File: src/hdl/assert_macros.svh
// Assertion macros for the RTL, included by the top-level module.
`ifndef ASSERT_MACROS_SVH
`define ASSERT_MACROS_SVH

// Check a property on every clock edge outside reset.
`define MBF_ASSERT(label, prop, msg) \
	label: assert property (@(posedge clk) disable iff (!arst_n) (prop)) else $error(msg);

// Check that a condition implies another one on the next clock edge.
`define MBF_ASSERT_NEXT(label, ante, cons, msg) \
	label: assert property (@(posedge clk) disable iff (!arst_n) (ante) |=> (cons)) else $error(msg);

`endif

File: src/hdl/mbf_pkg.sv
// Shared constants and types of the mipmap box filter generator.
package mbf_pkg;

	localparam int MAX_SIZE_LOG2 = 10;
	localparam int CHANNEL_BITS  = 16;
	localparam int LOG_W         = 4;                  // width of a size register
	localparam int LEV_W         = $clog2(MAX_SIZE_LOG2);
	localparam int POS_W         = MAX_SIZE_LOG2;      // level-0 column / row
	localparam int TXY_W         = POS_W - 1;          // coordinate at level 1 and up
	localparam int CHAIN_W       = 21;
	localparam int ROW_AW        = MAX_SIZE_LOG2;
	localparam int ROW_DEPTH     = 1 << ROW_AW;
	localparam int PAIR_W        = CHANNEL_BITS + 1;
	localparam int SUM_W         = CHANNEL_BITS + 3;   // block sum plus rounding

	localparam logic CFG_WIDTH  = 1'b0;
	localparam logic CFG_HEIGHT = 1'b1;

	typedef logic [CHANNEL_BITS-1:0] chan_t;
	typedef logic [PAIR_W-1:0]       pchan_t;

	typedef struct packed {
		chan_t r;
		chan_t g;
		chan_t b;
	} rgb_t;

	typedef struct packed {
		pchan_t r;
		pchan_t g;
		pchan_t b;
	} pair_t;

	// Frame geometry after clamping.
	typedef struct packed {
		logic [LOG_W-1:0] wl;
		logic [LOG_W-1:0] hl;
		logic [LOG_W-1:0] levels;
	} geom_t;

	// Access to the row store of pair sums.
	typedef struct packed {
		logic              en;
		logic              we;
		logic [ROW_AW-1:0] addr;
		pair_t             wdata;
	} row_req_t;

	typedef struct packed {
		logic [LOG_W-1:0]   level;
		logic [TXY_W-1:0]   tx;
		logic [TXY_W-1:0]   ty;
		logic [CHAIN_W-1:0] chain;
		rgb_t               color;
		logic               last;
	} result_t;

endpackage

File: src/hdl/mbf_frame.sv
// Size registers and level-0 raster position of the mipmap generator.
module mbf_frame import mbf_pkg::*; (
	input  logic             clk,
	input  logic             arst_n,
	input  logic             cfg_we,
	input  logic             cfg_index,
	input  logic [LOG_W-1:0] cfg_data,
	input  logic             advance,
	output geom_t            geom,
	output logic [POS_W-1:0] pos_x,
	output logic [POS_W-1:0] pos_y
);

	localparam logic [LOG_W-1:0] MAX_L = LOG_W'(MAX_SIZE_LOG2);

	logic [LOG_W-1:0] wl_cfg_q, hl_cfg_q;
	logic [POS_W-1:0] x_q, y_q;
	logic [POS_W:0]   w_last, h_last;

	// Clamp oversized sizes and derive the level count
	always_comb begin
		geom.wl     = (wl_cfg_q > MAX_L) ? MAX_L : wl_cfg_q;
		geom.hl     = (hl_cfg_q > MAX_L) ? MAX_L : hl_cfg_q;
		geom.levels = (geom.wl < geom.hl) ? geom.wl : geom.hl;
		w_last      = ((POS_W+1)'(1) << geom.wl) - (POS_W+1)'(1);
		h_last      = ((POS_W+1)'(1) << geom.hl) - (POS_W+1)'(1);
	end

	// Hold sizes; restart the frame on any write, advance in raster order
	always_ff @(posedge clk or negedge arst_n) begin
		if (!arst_n) begin
			wl_cfg_q <= MAX_L;
			hl_cfg_q <= MAX_L;
			x_q      <= '0;
			y_q      <= '0;
		end else if (cfg_we) begin
			unique case (cfg_index)
				CFG_WIDTH:  wl_cfg_q <= cfg_data;
				CFG_HEIGHT: hl_cfg_q <= cfg_data;
				default:    wl_cfg_q <= wl_cfg_q;
			endcase
			x_q <= '0;
			y_q <= '0;
		end else if (advance) begin
			if ({1'b0, x_q} >= w_last) begin
				x_q <= '0;
				y_q <= ({1'b0, y_q} >= h_last) ? '0 : y_q + POS_W'(1);
			end else begin
				x_q <= x_q + POS_W'(1);
			end
		end
	end

	assign pos_x = x_q;
	assign pos_y = y_q;

endmodule

File: config.mk
export PLATFORM = sky130hd
export DESIGN_NAME = mbf_frame
export DESIGN_NICKNAME = d
export VERILOG_FILES = /design/src/hdl/assert_macros.svh /design/src/hdl/mbf_pkg.sv /design/src/hdl/mbf_frame.sv
export SDC_FILE = /design/constraint.sdc
export NUM_CORES = 1
export LEC_CHECK = 0
export ABC_AREA = 1
export BUFFER_PORTS_ARGS = -buffer_cell sky130_fd_sc_hd__buf_2
export CORE_MARGIN = 2
export CORE_UTILIZATION = 45
export CTS_CLUSTER_SIZE = 40
export DETAILED_ROUTE_END_ITERATION = 16
export PLACE_DENSITY = 0.79
export SLEW_MARGIN = 30
export SYNTH_ARGS = -nofsm -noshare
export SYNTH_HDL_FRONTEND = slang
export SYNTH_SLANG_ARGS = --single-unit
File: constraint.sdc
create_clock -name clk -period 3 [get_ports clk]
set_clock_uncertainty 0.1 [all_clocks]
set_input_delay 0.3 -clock clk [delete_from_list [all_inputs] [get_ports clk]]
set_output_delay 0.3 -clock clk [all_outputs]
set_load 0.05 [all_outputs]
# After elaboration in Yosys (flattened, before gate mapping)
# Cells that the tools add are included.
# totals
ff_bits	28
output_inout_bits	32
elab_cells	31
# classes
n_addsub	4
n_lt_le_gt_ge	5
shift	2
mux	10
bitwise_logic	1
n_reduce_logical	5
# op_table
op	n
10-bit 2-to-1 mux	7
10-bit by 11-bit >= comparator with 1-bit output	2
1-bit by 4-bit left shift with 11-bit output, first input constant	2
11-bit by 2-bit subtractor with 11-bit output, second input constant	2
10-bit by 1-bit adder with 10-bit output, second input constant	2
4-bit 2-to-1 mux	3
4-bit greater-than comparator, second input constant	2
2-bit AND reduction	3
4-bit < comparator	1
2-bit nonzero test	2
1-bit inverter	1

# Logic depth before layout (Yosys ltp)
# depth
word_depth	9
mapped_depth	24

# Least setup slack after synthesis
# No wires, ideal clock.
# synth_path
path_type	register to output
startpoint	register hl_cfg_q[3]
endpoint	output port geom[0] in the netlist's numbering
t_arrival_ps	3998
slack_ps	-1398
stages_incl_launch_ff	10
n_path_buf	1
cell_sequence	dfstp_2 -> buf_2 -> inv_1 -> o21ai_0 -> inv_1 -> ha_1 -> a21oi_1 -> nand3b_1 -> nand2_1 -> o21ai_0
# synth_lines
element	line	source
from (decl)	mbf_frame.sv:16	logic [LOG_W-1:0] wl_cfg_q, hl_cfg_q;
from (signal assigned)	mbf_frame.sv:39	CFG_HEIGHT: hl_cfg_q <= cfg_data;
to (decl)	mbf_frame.sv:9	output geom_t geom,

# Worst setup path in the final report
# layout_path
startpoint	register wl_cfg_q[1]
endpoint	register y_q[1], in the netlist pos_y[1]
# layout_via
elab_chain_len	7
# layout_rtl
element	line	source
from (decl)	mbf_frame.sv:16	
from (signal assigned)	mbf_frame.sv:38	CFG_WIDTH: wl_cfg_q <= cfg_data;
from (signal assigned)	mbf_frame.sv:40	default: wl_cfg_q <= wl_cfg_q;
4-bit greater-than comparator	mbf_frame.sv:22	geom.wl = (wl_cfg_q > MAX_L) ? MAX_L : wl_cfg_q;
4-bit 2-to-1 mux (*)	mbf_frame.sv:22	
1-bit by 4-bit left shift with 11-bit output (*)	mbf_frame.sv:25	w_last = ((POS_W+1)'(1) << geom.wl) - (POS_W+1)'(1);
11-bit by 2-bit subtractor with 11-bit output (*)	mbf_frame.sv:25	
10-bit by 11-bit >= comparator with 1-bit output (*)	mbf_frame.sv:45	if ({1'b0, x_q} >= w_last) begin
2-bit nonzero test (no line) (*)	n/a	
2-bit AND reduction (no line) (*)	n/a	
to (signal assigned)	mbf_frame.sv:47	y_q <= ({1'b0, y_q} >= h_last) ? '0 : y_q + POS_W'(1);
to (decl)	mbf_frame.sv:17	logic [POS_W-1:0] x_q, y_q;
# Mark *: on every way between the ends. The rest lies on a longest branch, timed or not.
# A chain may end at the register's enable or synchronous reset.

==> results.md <==
- Min Tclk post-route: 3060 ps
- Initial antenna violation count: 0
- Syn Nets: 370
- Class of the worst hold path: in2reg
- CP Capture Type: flip-flop
- Diode count: 0
- Post-synthesis sequential area ratio: 29.7%
- Peak supply drop: 0.310 mV
- Root Buffer: clkbuf_8
- Async S/R FF share, synth: 100%
- GP Congestion: 0.871
- CTS sink cnt: 28
- Fin. Hold Viols: 0
- Seq cells post-synth: 28
- Std-Cell Rows: 26
- CTS tree: yes
- Die area: 0.00587 mm^2
- Port Buffers: 40
- Initial detailed-routing violation count: 160
- Vias in the first global route: 2083
- Slew headroom: 57.2%
- Setup Slack @ Placement: -4.40 ps
- First-pass GRT wire length: 9520 um
- Width of the die: 76.6 um
- Worst skew pair latency: 280 ps
- CTS H-Tree Depth: 1
- Nets@finish: 431
- Fin. max-slew vios: 0
- Crit path max fanout: 4
- DR pass1 iterations: 4
- Fillers: 455
- Placed cell area: 0.00273 mm^2
- Max Clock Freq: 327 MHz
- Via Count: 2357
- Fin crit share: 102%
- Area growth syn-to-layout: 28.0%
- Worst path arrival time: 3180 ps
- Routed Antenna Nets: 0
- Worst-path clk slew: 100 ps
- Most frequent cells in the layout: 91 x nand2_1, 40 x inv_1, 39 x buf_2
- Design area: 0.00304 mm^2
- DR vias/cell: 5.08
- Reg-to-reg setup timing slack: -60 ps
- Starting Density: 46.4%
- Unique masters post-synth: 30
- Unrepaired setup endpoints after global routing: true
- Most common cell after layout, fill and taps aside: nand2_1
- EDFF count, synth: 0
- Post-DP HPWL: 4430 um
- DRC viols: 0
- Max-Cap Viols: 0
- Area of the core: 0.00511 mm^2
- CP required: 3120 ps
- Non-Filler Instances: 464
- DR WL/cell: 13.3 um
- Gate Count Post-Synth: 334
- Setup WS post-layout: -60.2 ps
- Clock Path Buffers: 2
- PwrDens: 458 mW/mm^2
- DRT Wirelength: 6190 um
- Failing checks: setup timing
- Global route total overflow: 0
- Final setup fails: 16
- Largest net degree at the start of global routing: 29
- All-Layer GR Usage: 19.6%
- Primary FF master, synth: dfrtp_1
- CP Class: reg2reg
- Status: finished with violations
- Share of cells above drive strength 1: 26.1%
- Io pins: 41
- Num CTS Buffers: 3
- Yosys warning total: 0
- Die Y: 76.6 um
- Mean Syn Cell Area: 7.10 um^2
- Lkg Pwr: 1.60 nW
- Placed insts: 447
- Synthesized area: 0.00237 mm^2
- Worst slew pin tran: 641 ps
- Crit start category: flip-flop
## synthesized netlist by cell type (2+ instances only)
master     n  area [um^2]
nand4_1    6         37.5
o21ai_0   17         85.1
inv_1     43          161
clkbuf_1   3         11.3
dfrtp_1   24          601
nor3_1     4         20.0
ha_1      27          338
or2_2      2         12.5
nand3_1   17         85.1
nand2_1   98          368
dfstp_2    4          105
buf_6      2         22.5
xnor2_1    4         35.0
a21oi_1   11         55.1
nand3b_1   2         15.0
xor2_1    17          149
nor2_4     2         22.5
nor2_1    39          146
## critical path, cell delays in order, from the launching register on
cell,delay [ps]
dfstp_2,540
nand2_1,50
nand2_1,70
nand2_2,60
nand2_2,110
clkinvlp_4,100
nand3_2,100
ha_4,170
nand2_4,60
a21oi_4,130
xor2_1,90
ha_1,300
nand2_2,60
a21oi_2,100
nor2_1,50
nand2_1,50
nand2_1,60
nand2_2,80
nand3_4,100
o21bai_4,300
clkbuf_16,200
nand2_1,50
nand2_1,60
## state kept, by name (all words and copies together) (netlist names)
signal    cells
pos_x        10
pos_y        10
hl_cfg_q      4
wl_cfg_q      4
## cell families after synthesis
kind of cell,synth area share [%]
and+or+nand+nor,31.3
buffers and inverters,8.60
AOI/OAI and AO/OA,8.39
DFF,29.7
adders and majority gates,14.2
xor gates and xnor gates,7.75
## metrics by stage
stage | setup TNS, ps | total power (W) | hold slack (ps) | util [%]
after floorplan | -1230 | 0.000933 | -95.6 | -
after global placement | 0 | 0.00107 | 250 | 53.5
after detailed placement | -4.40 | 0.00109 | 258 | 53.5
after CTS | 0 | 0.00133 | 160 | 55.0
after global routing | -4060 | 0.00149 | 172 | 59.5
final | -504 | 0.00139 | 157 | 59.5
## worst paths after layout
path | start | endpoint | depth (start not counted)
max | wl_cfg_q[1] | pos_y[1] | 22
min | cfg_data[3] | hl_cfg_q[3] | 3
min reg2reg | hl_cfg_q[0] | hl_cfg_q[0] | 2
max in group asynchronous | arst_n | wl_cfg_q[2] | 2
max reg2reg | wl_cfg_q[1] | pos_y[1] | 22
min in group asynchronous | arst_n | pos_y[1] | 2
## area by class of cell
cell class,count,area (um^2),area share [%]
Multi-Input combinational cell,258,1610,53.1
Tap cell,70,87.6,2.88
Inverter,44,169,5.56
Sequential cell,28,706,23.2
Timing Repair Buffer,60,407,13.4
Clock buffer,4,55.1,1.81
## routing by layer
metal / routed length, um / vias to the layer above / part of all wire, % / GRT usage, %
met3: 274 / 12 / 4.4 / 3.32
met4: 89 / 0 / 1.4 / 4.73
met2: 3010 / 75 / 49 / 33.0
li1: - / 1185 / - / -
met1: 2810 / 1085 / 45 / 26.2
met5: 0 / - / 0 / 0
## where the power goes
group	total, W	internal [W]	switching (W)
logic	0.000706	0.000237	0.000469
clock network	0.000238	0.000118	0.000121
registers	0.000446	0.000410	0.0000365
## what timing repair did
item                       in CTS  in global routing
setup buffers                   0                  7
hold endpoints to repair       24                  0
hold buffers                    1                  0
setup endpoints to repair       6                 22
gates resized for setup         3                 24
gates cloned                    0                  5
pin swaps                       0                 12
Power figures use the tool's default switching activity.
