## src/hdl/assert_macros.svh

```systemverilog
// Assertion macros for the RTL, included by the top-level module.
`ifndef ASSERT_MACROS_SVH
`define ASSERT_MACROS_SVH

// Check a property on every clock edge outside reset.
`define MBF_ASSERT(label, prop, msg) \
	label: assert property (@(posedge clk) disable iff (!arst_n) (prop)) else $error(msg);

// Check that a condition implies another one on the next clock edge.
`define MBF_ASSERT_NEXT(label, ante, cons, msg) \
	label: assert property (@(posedge clk) disable iff (!arst_n) (ante) |=> (cons)) else $error(msg);

`endif

```

## src/hdl/mbf_pkg.sv

```systemverilog
// Shared constants and types of the mipmap box filter generator.
package mbf_pkg;

	localparam int MAX_SIZE_LOG2 = 10;
	localparam int CHANNEL_BITS  = 16;
	localparam int LOG_W         = 4;                  // width of a size register
	localparam int LEV_W         = $clog2(MAX_SIZE_LOG2);
	localparam int POS_W         = MAX_SIZE_LOG2;      // level-0 column / row
	localparam int TXY_W         = POS_W - 1;          // coordinate at level 1 and up
	localparam int CHAIN_W       = 21;
	localparam int ROW_AW        = MAX_SIZE_LOG2;
	localparam int ROW_DEPTH     = 1 << ROW_AW;
	localparam int PAIR_W        = CHANNEL_BITS + 1;
	localparam int SUM_W         = CHANNEL_BITS + 3;   // block sum plus rounding

	localparam logic CFG_WIDTH  = 1'b0;
	localparam logic CFG_HEIGHT = 1'b1;

	typedef logic [CHANNEL_BITS-1:0] chan_t;
	typedef logic [PAIR_W-1:0]       pchan_t;

	typedef struct packed {
		chan_t r;
		chan_t g;
		chan_t b;
	} rgb_t;

	typedef struct packed {
		pchan_t r;
		pchan_t g;
		pchan_t b;
	} pair_t;

	// Frame geometry after clamping.
	typedef struct packed {
		logic [LOG_W-1:0] wl;
		logic [LOG_W-1:0] hl;
		logic [LOG_W-1:0] levels;
	} geom_t;

	// Access to the row store of pair sums.
	typedef struct packed {
		logic              en;
		logic              we;
		logic [ROW_AW-1:0] addr;
		pair_t             wdata;
	} row_req_t;

	typedef struct packed {
		logic [LOG_W-1:0]   level;
		logic [TXY_W-1:0]   tx;
		logic [TXY_W-1:0]   ty;
		logic [CHAIN_W-1:0] chain;
		rgb_t               color;
		logic               last;
	} result_t;

endpackage

```

## src/hdl/mbf_engine.sv

```systemverilog
// Level sequencer: pair holds, row store access and block averaging.
module mbf_engine import mbf_pkg::*; (
	input  logic             clk,
	input  logic             arst_n,
	input  geom_t            geom,
	input  logic [POS_W-1:0] pos_x,
	input  logic [POS_W-1:0] pos_y,
	input  logic             in_valid,
	output logic             in_ready,
	input  rgb_t             in_texel,
	output row_req_t         row_req,
	input  pair_t            row_rdata,
	output logic             out_valid,
	input  logic             out_ready,
	output result_t          result
);

	typedef enum logic [1:0] {
		S_IDLE,
		S_STEP,
		S_EVAL
	} state_t;

	state_t             state_q;
	logic [LEV_W-1:0]   lev_q;
	logic               out_valid_q;
	result_t            result_q;

	rgb_t               cur_q;
	pair_t              pair_q;
	rgb_t               hold_q [MAX_SIZE_LOG2];
	logic [POS_W-1:0]   x_q, y_q;
	logic [CHAIN_W-1:0] chain_q;

	logic [POS_W-1:0]   lx, ly, lx_nx, ly_nx;
	logic [LEV_W-1:0]   lev_nx;
	logic [ROW_AW:0]    w_full, idx_sum;
	rgb_t               hold_rd;
	pair_t              pair;
	logic [SUM_W-1:0]   sum_r, sum_g, sum_b;
	rgb_t               avg;
	logic [LOG_W-1:0]   ty_shift;
	logic [CHAIN_W-1:0] wh_full, chain_step, chain_idx;
	logic               last;
	logic               fire;

	// Level coordinates, row store index and the running pair sum
	always_comb begin
		lx       = x_q >> lev_q;
		ly       = y_q >> lev_q;
		lev_nx   = lev_q + LEV_W'(1);
		lx_nx    = x_q >> lev_nx;
		ly_nx    = y_q >> lev_nx;
		w_full   = (ROW_AW+1)'(1) << geom.wl;
		idx_sum  = w_full - (w_full >> lev_q) + (ROW_AW+1)'(lx >> 1);
		hold_rd  = hold_q[lev_q];
		pair.r   = {1'b0, hold_rd.r} + {1'b0, cur_q.r};
		pair.g   = {1'b0, hold_rd.g} + {1'b0, cur_q.g};
		pair.b   = {1'b0, hold_rd.b} + {1'b0, cur_q.b};
	end

	// Round the block average and place the texel in the packed chain
	always_comb begin
		sum_r      = {2'b0, row_rdata.r} + {2'b0, pair_q.r} + SUM_W'(2);
		sum_g      = {2'b0, row_rdata.g} + {2'b0, pair_q.g} + SUM_W'(2);
		sum_b      = {2'b0, row_rdata.b} + {2'b0, pair_q.b} + SUM_W'(2);
		avg.r      = sum_r[CHANNEL_BITS+1:2];
		avg.g      = sum_g[CHANNEL_BITS+1:2];
		avg.b      = sum_b[CHANNEL_BITS+1:2];
		ty_shift   = geom.wl - LOG_W'(lev_q) - LOG_W'(1);
		chain_idx  = chain_q + CHAIN_W'(lx[POS_W-1:1])
			+ (CHAIN_W'(ly[POS_W-1:1]) << ty_shift);
		wh_full    = CHAIN_W'(1) << ({1'b0, geom.wl} + {1'b0, geom.hl});
		chain_step = wh_full >> {lev_nx, 1'b0};
		last       = (LOG_W'(lev_nx) == geom.levels) || !lx_nx[0] || !ly_nx[0];
		fire       = (state_q == S_EVAL) && (!out_valid_q || out_ready);
	end

	// Row store: store the upper row's pair, or fetch it for the lower row
	always_comb begin
		row_req.en    = (state_q == S_STEP) && lx[0];
		row_req.we    = !ly[0];
		row_req.addr  = idx_sum[ROW_AW-1:0];
		row_req.wdata = pair;
	end

	// Sequence levels and hold the output valid
	always_ff @(posedge clk or negedge arst_n) begin
		if (!arst_n) begin
			state_q     <= S_IDLE;
			lev_q       <= '0;
			out_valid_q <= 1'b0;
		end else begin
			if (fire) begin
				out_valid_q <= 1'b1;
			end else if (out_ready) begin
				out_valid_q <= 1'b0;
			end
			unique case (state_q)
				S_IDLE: begin
					if (in_valid) begin
						lev_q <= '0;
						if (geom.levels != '0) begin
							state_q <= S_STEP;
						end
					end
				end
				S_STEP: begin
					state_q <= (lx[0] && ly[0]) ? S_EVAL : S_IDLE;
				end
				S_EVAL: begin
					// the next level still takes the averaged texel unless this is the top
					if (fire) begin
						if (LOG_W'(lev_nx) == geom.levels) begin
							state_q <= S_IDLE;
						end else begin
							lev_q   <= lev_nx;
							state_q <= S_STEP;
						end
					end
				end
				default: state_q <= S_IDLE;
			endcase
		end
	end

	// Datapath registers: transaction capture, holds, pair and result
	always_ff @(posedge clk) begin
		if (state_q == S_IDLE && in_valid) begin
			cur_q   <= in_texel;
			x_q     <= pos_x;
			y_q     <= pos_y;
			chain_q <= wh_full;
		end
		if (state_q == S_STEP) begin
			if (!lx[0]) begin
				hold_q[lev_q] <= cur_q;
			end
			pair_q <= pair;
		end
		if (fire) begin
			result_q.level <= LOG_W'(lev_nx);
			result_q.tx    <= lx[POS_W-1:1];
			result_q.ty    <= ly[POS_W-1:1];
			result_q.chain <= chain_idx;
			result_q.color <= avg;
			result_q.last  <= last;
			cur_q          <= avg;
			chain_q        <= chain_q + chain_step;
		end
	end

	assign in_ready  = (state_q == S_IDLE);
	assign out_valid = out_valid_q;
	assign result    = result_q;

endmodule

```

## config.mk

```make
export PLATFORM = sky130hd
export DESIGN_NAME = mbf_engine
export DESIGN_NICKNAME = d
export VERILOG_FILES = /design/src/hdl/assert_macros.svh /design/src/hdl/mbf_pkg.sv /design/src/hdl/mbf_engine.sv
export SDC_FILE = /design/constraint.sdc
export NUM_CORES = 1
export LEC_CHECK = 0
export BUFFER_PORTS_ARGS = -buffer_cell sky130_fd_sc_hd__buf_2
export CORE_AREA = 2 2 327 329
export CTS_CLUSTER_DIAMETER = 30
export DETAILED_ROUTE_END_ITERATION = 10
export DIE_AREA = 0 0 329 331
export PLACE_DENSITY = 0.54
export SYNTH_ARGS = -nofsm -noshare
export SYNTH_HDL_FRONTEND = slang
export SYNTH_SLANG_ARGS = --single-unit
```

## constraint.sdc

```tcl
create_clock -name clk -period 5.9 [get_ports clk]
set_input_delay 0.59 -clock clk [delete_from_list [all_inputs] [get_ports clk]]
set_output_delay 0.59 -clock clk [all_outputs]
set_load 0.02 [all_outputs]
```

## Yosys cells after proc, flatten, opt, wreduce, memory -nomap -nowiden

Memories as Yosys holds them, arrays and structs flattened.
Index checks and enable logic that the tools add are counted.

- $add $sub $neg: 18
- Equality and inequality tests: 7
- Shift operators: 9
- Mux-type cells: 19
- Reduce and logical (&&, ||, !) cells: 18

Operators with widths:

| kind | number |
|---|---|
| $mux W48 | 2 |
| $add A17 B17 Y18 | 3 |
| $add A18 B2 Y18 const B | 3 |
| $add A16 B16 Y17 | 3 |
| $add A21 B21 Y21 | 2 |
| $mux W21 | 2 |
| $add A21 B9 Y21 | 1 |
| $shl A1 B5 Y21 const A | 1 |
| $shl A9 B4 Y21 | 1 |
| $shr A21 B5 Y21 | 1 |
| $shr A10 B4 Y1 | 2 |
| $shr A10 B4 Y10 | 2 |
| $mux W4 | 3 |
| $shl A1 B4 Y11 const A | 1 |
| $shr A11 B4 Y10 | 1 |
| $add A10 B9 Y10 | 1 |
| $sub A10 B10 Y10 | 1 |
| $mux W2 | 4 |
| $pmux W4 S2 | 1 |
| $mux W1 | 6 |
| $ne A2 B2 Y1 const B | 3 |
| $pmux W2 S3 | 1 |
| $reduce_bool A2 Y1 | 3 |
| $add A4 B4 Y5 | 1 |
| other kinds (14) | 22 |

- Register bits: 239
- RAM bits: 480
- Output and inout port bits: 157
- Word-level logic and storage cells: 92
- Memories kept: 1

Memories:

| name | depth | bits a word | rd ports | clocked after Yosys merged registers in | write ports | RTL line | source |
|---|---|---|---|---|---|---|---|
| hold_q | 10 | 48 | 1 | 0 | 1 | mbf_engine.sv:31 | `rgb_t hold_q [MAX_SIZE_LOG2];` |

## Depth between registers and ports, before layout

- Depth in word-level cells: 5
- Depth in mapped cells: 24
- Gate-level depth less buffers: 21

## Worst setup path after synthesis

OpenSTA, ideal clock, no wires.

- Path kind: reg-to-reg
- Start: reg lev_q[0]
- End: reg result_q (netlist bit result[64]) (data pin)
- Library setup time: 0.258 ns
- Arrival: 5.182 ns
- Setup slack: 0.460 ns
- Cell stages (with the launch flop): 25
- Period minus slack after synthesis: 5.440 ns
- Path through: dfrtp_1 buf_4 inv_1 buf_2 buf_1 ha_1 buf_2 mux2_2 nor2_1 o311a_1 a211oi_1 mux2i_1 nand2_1 nand2_1 nor2_1 fa_1 ha_1 nand2_1 o21ai_0 a21oi_1 or4_1 a31o_2 a21oi_1 nor2_1 xnor2_1

- Word-level cells in the longest chain between the ends: 4

Ends and longest elaborated chain:

| item | RTL line | source |
|---|---|---|
| start, declared | mbf_engine.sv:25 | `logic [LEV_W-1:0] lev_q;` |
| start signal, assigned | mbf_engine.sv:117 | `lev_q <= lev_nx;` |
| $sub A4 B4 Y4 | mbf_engine.sv:70 | `ty_shift = geom.wl - LOG_W'(lev_q) - LOG_W'(1);` |
| $sub A4 B1 Y4 | mbf_engine.sv:70 |  |
| $shl A9 B4 Y21 | mbf_engine.sv:72 | `+ (CHAIN_W'(ly[POS_W-1:1]) << ty_shift);` |
| $add A21 B21 Y21 * | mbf_engine.sv:72 |  |
| named net chain_idx[15] | mbf_engine.sv:43 | `logic [CHAIN_W-1:0] wh_full, chain_step, chain_idx;` |
| end, declared | mbf_engine.sv:27 | `result_t result_q;` |

Mark *: on every way through the listed nets, which the timed path passes. The rest lies on a longest branch.
A chain may end at the register's enable or synchronous reset.

==> run summary <==
Routed len/inst: 22.6 um
Worst VDD drop: 0.521 mV
Gate Count Post-Synth: 2673
GRT overflow: 0
Max transition margin: 0.318
Layout cells sized above 1: 0.252
Initial antenna violation count: 2
Synth-to-Final Area Change: 26.6%
Crit path depth: 14
Pwr Density: 603 nW/um^2
Final min period: 5.60 ns
Critical path launch point type: flip-flop
Setup TNS: 0 ns
Vias per cell: 5.25
Max Transition Viols Final: 0
Global router's overall resource usage: 0.190
Main synth FF type: edfxtp_1
Initial Util: 0.350
Tot Pwr: 28000 uW
Crit Path Category: flip-flop to output pin
Via Count: 24400
MaxCap Viol Count: 0
Htree depth: 4
Clock-pin slew on the worst setup and hold paths: 0.04 ns
Ys async rst share: 0.00974
R2r setup slk: 0.55 ns
Seq/Total Area, Yosys: 0.587
First-pass GRT wire length: 156000 um
Top Family by Delay on Critical Path: compound AO/OA/AOI/OAI gates
Clk root buf: clkbuf_16
Max stage delay cell, worst path: mux4_2
# port buffers: 291
Syn Nets: 3048
Critical path cell sequence: buf_16 -> buf_8 -> mux4_2 -> and2_1 -> a211oi_1 -> a21oi_1 -> ha_1 -> a21o_1 -> a21oi_1 -> o21bai_1 -> a221oi_1 -> o21ai_0 -> o311ai_1 -> buf_2
CTS buffer count: 172
CP bufs+invs: 3
Placed Instances: 4313
Clock sinks: 719
Flop and latch count out of synthesis: 719
Largest net degree at the start of global routing: 58
CP Max Fanout: 34
Die footprint: 109000 um^2
Post-route clock period utilization: 0.949
Final Non-Filler Cells: 4643
# DRC: 0
Detail Route Antenna Nets: 0
F_max: 179 MHz
RR Startpoint: lev_q[0]
CTS tree: yes
WL final: 105000 um
Crit. End Element: output pin
Syn_area_per_cell: 13.7 um^2
DR pass1 iterations: 5
Final core occ: 0.443
1st-iter DRT viols: 1785
Netlist cell types: 78
Worst-skew pair later-pin latency: 0.75 ns
WHS Endpoint: x_q[8]
Most common cell after layout, fill and taps aside: edfxtp_1
Leakage: 0.0172 uW
Chip height: 331 um
Worst Hold Depth: 1
EDFF count, synth: 712
Final setup vio count: 0
Final HPWL DP: 68100 um
Antenna fix cells: 0
Synthesis warning total: 0
Die Width: 329 um
Most common cell on crit path: a21oi_1
Core area: 105000 um^2
Worst Tran Pin Value: 1.02 ns
Fin Clk Skew: 0.0556 ns
Fin nets: 3482
Hold path start: pos_x[8]
Clock Tree Buf Depth: 3
Max incr delay on CP: 0.56 ns
Critical Path RT: 5.31 ns
Row count: 119
R2r endpoint: result[68]
Final Hold Viols: 0
Reg2Reg Depth: 21
WHS: 0.0495 ns
Critical path data arrival time: 5.01 ns
Most frequent cells in the layout: edfxtp_1 (712), buf_2 (291), ha_1 (212), nand2_1 (194), clkbuf_16 (175)
RSZ-0062 raised after global routing: false
Hold Crit Class: input pin to flip-flop
IO Count: 292
Status: complete, no violations
Gpl congestion: 0.876
Vias in the first global route: 25400
Mapped Area: 36700 um^2
-- metal layers --
layer  wire length [um]  global-route usage  vias to the layer above
met3               5360              0.0337                      188
met1              45200               0.243                    12200
met2              51600               0.323                      769
met4               2810              0.0691                        2
li1                   -                   -                    11200
met5                 13                   0                        -
-- worst max-delay path by stage --
| stage | from | endpoint | slack, ns |
|---|---|---|---|
| 2_1_floorplan | lev_q[0] | result[64] | 0.46 |
| 3_3_place_gp | geom[8] | chain_q[16] | 0.25 |
| 3_5_place_dp | geom[8] | chain_q[16] | 0.29 |
| 4_1_cts | lev_q[0] | row_req[10] | 0.02 |
| 5_1_grt | lev_q[0] | row_req[10] | 0.001 |
| 6_report | lev_q[0] | row_req[15] | 0.30 |
-- logic make-up after synthesis --
logic type      count (synthesis)  share of synthesized area
compound gates                539                     0.0929
fa+ha+maj                     240                     0.0875
xor+xnor                      135                     0.0331
flops                         719                      0.587
buf+inv                       203                     0.0229
simple gates                  627                     0.0830
mux                           210                     0.0934
-- synth_stat cells, types with 7 or more instances --
cell type	number	area share
nor3_1	64	0.0087
mux2i_1	78	0.021
buf_1	11	0.0011
o21a_1	29	0.0059
mux2_2	29	0.0089
nand2_1	194	0.020
xor2_1	40	0.0095
o21bai_1	17	0.0035
inv_1	91	0.0093
a31oi_1	18	0.0031
mux4_2	102	0.063
nor2b_1	23	0.0039
nand3b_1	7	0.0014
buf_2	34	0.0046
nor4_1	9	0.0015
o21ai_0	88	0.012
and3_1	29	0.0049
and2_1	58	0.0099
ha_1	212	0.072
nor2_1	123	0.013
clkbuf_1	59	0.0060
xnor2_1	92	0.022
a21oi_1	175	0.024
dfrtp_1	7	0.0048
or3_1	9	0.0015
nand4_1	13	0.0022
or2_2	11	0.0019
nand3_1	39	0.0053
o31ai_1	7	0.0014
a21boi_0	11	0.0022
fa_1	28	0.015
edfxtp_1	712	0.58
o22ai_1	29	0.0049
a21o_1	39	0.0080
a211oi_1	64	0.013
nand2b_1	33	0.0056
-- flip-flops by register name (all words and copies together) (netlist names) --
signal,count
hold_q,480
result,92
pair_q,51
cur_q,48
chain_q,21
x_q,10
y_q,10
lev_q,4
state_q,2
out_valid,1
-- where the power goes --
| group | internal (uW) | total (uW) | switching [uW] |
|---|---|---|---|
| sequential | 7210 | 7840 | 634 |
| combinational | 4000 | 10400 | 6430 |
| clock | 6730 | 9770 | 3050 |
| total | 17900 | 28000 | 10100 |
-- repair_timing --
item                                    CTS  global route
hold buffers                              1             0
gates cloned                              5             2
pin swaps                                 0             3
resized for setup                         9            19
hold endpoints to repair                  7             0
endpoints found under the setup margin    9            17
buffers inserted                          0             3
-- per-stage QoR --
stage / instance area [um^2] / setup slack (ns)
finish: 46500 / 0.299
global route: 46500 / 0.00108
CTS: 46400 / 0.0162
detailed placement: 40100 / 0.295
global placement: 40100 / 0.248
floorplan: 36700 / 0.460
-- worst reg2reg max path: cells and delay by family (launching register included) --
kind | cells | cell delay (ns)
muxes | 1 | 0.18
AOI/OAI and AO/OA | 8 | 1.66
DFF | 1 | 0.54
and+or+nand+nor | 6 | 1.08
xor gates and xnor gates | 1 | 0.12
buffers and inverters | 2 | 0.38
adders and majority gates | 3 | 1.12
-- area by class of cell --
| cell class | count | area [um^2] |
|---|---|---|
| Tap cell | 1391 | 1740 |
| Clock buffer | 193 | 4400 |
| Fill cell | 9502 | 58500 |
| Clock inverter | 126 | 1670 |
| Inverter | 94 | 358 |
| Sequential cell | 719 | 21600 |
| Multi-Input combinational cell | 1751 | 14400 |
| Timing Repair Buffer | 369 | 2330 |
Note: power is estimated with default switching activity, not from simulation.
